<file path="config.mk">
export PLATFORM = sky130hd
export DESIGN_NAME = ostack_ram
export DESIGN_NICKNAME = d
export VERILOG_FILES = /design/src/hdl/operand_stack_one_two_slot_unit_macros.svh /design/src/hdl/ostack_ram.sv
export SDC_FILE = /design/constraint.sdc
export NUM_CORES = 2
export LEC_CHECK = 0
export BUFFER_PORTS_ARGS = -buffer_cell sky130_fd_sc_hd__buf_2
export CAP_MARGIN = 10
export CORE_MARGIN = 2
export CORE_UTILIZATION = 41
export CTS_CLUSTER_SIZE = 14
export DETAILED_ROUTE_END_ITERATION = 8
export MAX_ROUTING_LAYER = met4
export PLACE_DENSITY_LB_ADDON = 0.05
export SETUP_SLACK_MARGIN = 0.2
export SYNTH_ARGS = -nofsm -noshare
export SYNTH_HDL_FRONTEND = slang
export SYNTH_SLANG_ARGS = --single-unit
</file>
<file path="constraint.sdc">
create_clock -name clock -period 4.65 [get_ports clock]
set_input_delay 0.465 -clock clock [delete_from_list [all_inputs] [get_ports clock]]
set_output_delay 0.465 -clock clock [all_outputs]
set_load 0.01 [all_outputs]
</file>
<file path="src/hdl/operand_stack_one_two_slot_unit_macros.svh">
// assertion macros for the operand stack unit
`ifndef OPERAND_STACK_ONE_TWO_SLOT_UNIT_MACROS_SVH
`define OPERAND_STACK_ONE_TWO_SLOT_UNIT_MACROS_SVH

// same-cycle implication
`define OSTACK_ASSERT_NOW(label, ante, cons, msg) \
   label: assert property (@(posedge clock) disable iff (reset) (ante) |-> (cons)) \
      else $error(msg);

// next-cycle implication
`define OSTACK_ASSERT_NEXT(label, ante, cons, msg) \
   label: assert property (@(posedge clock) disable iff (reset) (ante) |=> (cons)) \
      else $error(msg);

`endif

</file>
<file path="src/hdl/ostack_ram.sv">
// generic single-write, single-read ram with registered read data
`default_nettype none

module ostack_ram #(
   parameter int WIDTH  = 32,
   parameter int DEPTH  = 128,
   parameter int ADDR_W = (DEPTH > 1) ? $clog2(DEPTH) : 1
) (
   input  wire logic              clock,
   input  wire logic              wr_en,
   input  wire logic [ADDR_W-1:0] wr_addr,
   input  wire logic [WIDTH-1:0]  wr_data,
   input  wire logic              rd_en,
   input  wire logic [ADDR_W-1:0] rd_addr,
   output      logic [WIDTH-1:0]  rd_data
);

   logic [WIDTH-1:0] mem_ff [DEPTH];
   logic [WIDTH-1:0] rd_data_ff;

   always_ff @(posedge clock) begin
      if (wr_en) begin
         mem_ff[wr_addr] <= wr_data;
      end
      if (rd_en) begin
         rd_data_ff <= mem_ff[rd_addr];
      end
   end

   assign rd_data = rd_data_ff;

endmodule

`default_nettype wire

</file>
==> results.md <==
* Max Clk Rate at 315.0 MHz
* Psw at 17.23 mW
* Layout area overhead at 16.16%
* Post-DP HPWL at 260,900 um
* Slew Limit Fails at 0
* Post-route cell area at 181,900 sq um
* DR vias/cell at 5.923
* Comb pwr share at 5.4%
* Placement Setup Slack at 0.4551 ns
* GRT Total Usage at 24.22%
* Most common cell in the netlist: edfxtp_1
* Final setup TNS at 0 ns
* Sequential element share of the synthesized area at 79.16%
* Relative slew slack at 16.92%
* Crit Path Category: input port to flip-flop
* Final wirelength at 456,300 um
* Final WS setup at 1.475 ns
* Gpl congestion at 0.8087
* Yosys warns at 0
* Hold WS at 0.08062 ns
* Flop-to-flop setup slack at 1.78 ns
* Final setup skew at 0.04700 ns
* Least-Margin Pin Slew at 1.246 ns
* Die W at 622.0 um
* DR WL/cell at 37.77 um
* Clock sinks at 4,128
* Die H at 622.0 um
* Final Critical Period at 3.175 ns
* Fin nets at 6,674
* Area contributors post-synth: edfxtp_1, mux4_2, clkbuf_1
* Drt pass-1 iters at 5
* # rows at 226
* Initial antenna violation count at 76
* H-Tree Depth at 5
* Io pins at 81
* Share of cells above drive strength 1 at 37.39%
* Syn Std Cell Area at 156,600 sq um
* # Max-Cap Violations at 0
* Clk_lat worst skew at 1.00 ns
* Ys async rst share at 0%
* Vias in the first global route at 73,180
* P_leak at 55.74 nW
* CTS Buf Count at 441
* Outcome: finished clean
* Post-synth EDFFs at 4,128
* P_int at 62.03 mW
* Sw Share at 21.74%
* Non-Filler Instances at 12,080
* Synth Flop Type: edfxtp_1
* Period utilisation layout at 68.27%
* Largest net degree at the start of global routing at 87
* Dominant cell type by area after synthesis: edfxtp_1
* Fill cell count at 30,540
* Reg power frac at 52.1%
* Synth unique cells at 16
* Root Driver: clkbuf_16
* Power density cells at 435.7 nW/um^2
* Pwr Total at 79.25 mW
* Inst Count DP at 11,190
* Clk network pwr share at 42.5%
* Starting Density at 41.27%
* Crit path launch type: input port
* CTS tree: done
* Final-report setup violation count at 0
* Min-Delay Path Class: input port to flip-flop
* Final ANT Viol Nets at 0
* Synth Instances at 5,990
* Worst Path Max Fanout at 35
* Worst Setup End Kind: flip-flop
* DR vias at 71,550
* Post-CTS Resized at 0
* Maximum root-to-sink buffer count at 4
* Critical Path AT at 3.90 ns
* Initial DRC Count at 8,986
* First-pass GRT wire length at 624,600 um
* Worst EP required at 5.37 ns
* Syn nets at 6,039
* Most common library cells after synthesis: edfxtp_1, mux4_2, clkbuf_1, nor2_1, buf_2
* Final Core Density at 47.94%
* Area share of the largest cell type after synthesis at 79.16%
* DIE AREA at 386,900 sq um
* Core area at 379,500 sq um
* Syn Area/Cell at 26.14 sq um
* VDD IR max at 314.2 uV
* # DRC at 0
* Register bit total from synthesis at 4,128
* Grt total ovfl at 0
* RSZ-0062 raised after global routing: false
* # port buffers at 80
* Final hold violation count at 0
* DP Area at 167,900 sq um
* Clk slew on worst S/H paths at 0.06 ns
[cell type report]
cell class / instances / area (sq um) / area share (%)
multi-input cells: 1546 / 32290 / 17.75
flip-flops and latches: 4128 / 124000 / 68.15
well taps: 5016 / 6276 / 3.450
repair buffers: 508 / 5414 / 2.976
diodes: 72 / 180.2 / 0.09905
clock inverters: 260 / 2125 / 1.168
clock buffers: 550 / 11660 / 6.409
[power by group through the flow]
stage               Sequential [mW]  Clock [mW]  Combinational [mW]
CTS                            41.3        34.5                4.32
global route                   41.3        35.8                4.46
floorplan                      42.0           0                1.98
detailed placement             42.1           0                4.31
global placement               42.0           0                4.27
finish                         41.3        33.7                4.27
[cells in the final DEF (no fill, tap or decap), types with 3 or more instances in the layout]
| cell type | Yosys | final |
|---|---|---|
| buf_12 | 0 | 133 |
| buf_2 | 79 | 42 |
| buf_4 | 3 | 323 |
| buf_8 | 0 | 3 |
| bufinv_16 | 0 | 28 |
| clkbuf_1 | 182 | 99 |
| clkbuf_16 | 0 | 451 |
| clkinv_1 | 0 | 110 |
| clkinv_16 | 0 | 6 |
| clkinv_2 | 0 | 97 |
| clkinvlp_4 | 0 | 8 |
| diode_2 | 0 | 72 |
| dlygate4sd3_1 | 0 | 6 |
| edfxtp_1 | 4128 | 4128 |
| inv_16 | 0 | 3 |
| inv_6 | 0 | 6 |
| mux2_2 | 32 | 32 |
| mux4_2 | 1344 | 1344 |
| nand2_1 | 14 | 11 |
| nand2_2 | 0 | 3 |
| nand3_1 | 12 | 8 |
| nand3_2 | 0 | 4 |
| nand4_1 | 3 | 3 |
| nor2_1 | 122 | 3 |
| nor2_4 | 0 | 119 |
| nor2b_1 | 7 | 7 |
| nor3_2 | 0 | 9 |
[flip-flops by register name, summed over array words and instances, names as in the netlist]
register and count:
mem_ff 4096, rd_data 32
[per-layer routing]
layer / wire, um / vias up / global-route usage (%) / share of wire (%)
met5: 0 / - / - / 0
met4: 10940 / 0 / 5.582 / 2.4
met3: 27070 / 517 / 3.211 / 5.9
met2: 216100 / 2403 / 36.95 / 47
met1: 202200 / 40750 / 35.06 / 44
li1: - / 27870 / - / -
[worst max-delay path, stage by stage]
cell	delay, ns
buf_12	0.37
buf_12	0.28
buf_12	0.24
buf_4	0.18
mux4_2	0.48
mux4_2	0.62
mux4_2	0.71
mux2_2	0.35
[logic make-up after synthesis]
| family | Yosys count | share of synthesized area, % |
|---|---|---|
| buffers and inverters | 316 | 0.8373 |
| DFF | 4128 | 79.16 |
| muxes | 1376 | 19.56 |
| and+or+nand+nor | 170 | 0.4450 |
[final timing paths]
check / startpoint / to / cells after the start
hold reg to reg: mem_ff[64][11]$_DFFE_PP_ / rd_data[11]$_DFFE_PP_ / 4
setup reg to reg: mem_ff[117][0]$_DFFE_PP_ / rd_data[0]$_DFFE_PP_ / 4
hold / removal: wr_data[22] / mem_ff[103][22]$_DFFE_PP_ / 1
setup / recovery: rd_addr[0] / rd_data[24]$_DFFE_PP_ / 8
[repair_timing]
item                                   CTS  global route
buffers inserted                         0             0
endpoints found under the hold margin   89             0
hold buffers                             6             0
Note: power is estimated with default switching activity, not from simulation.
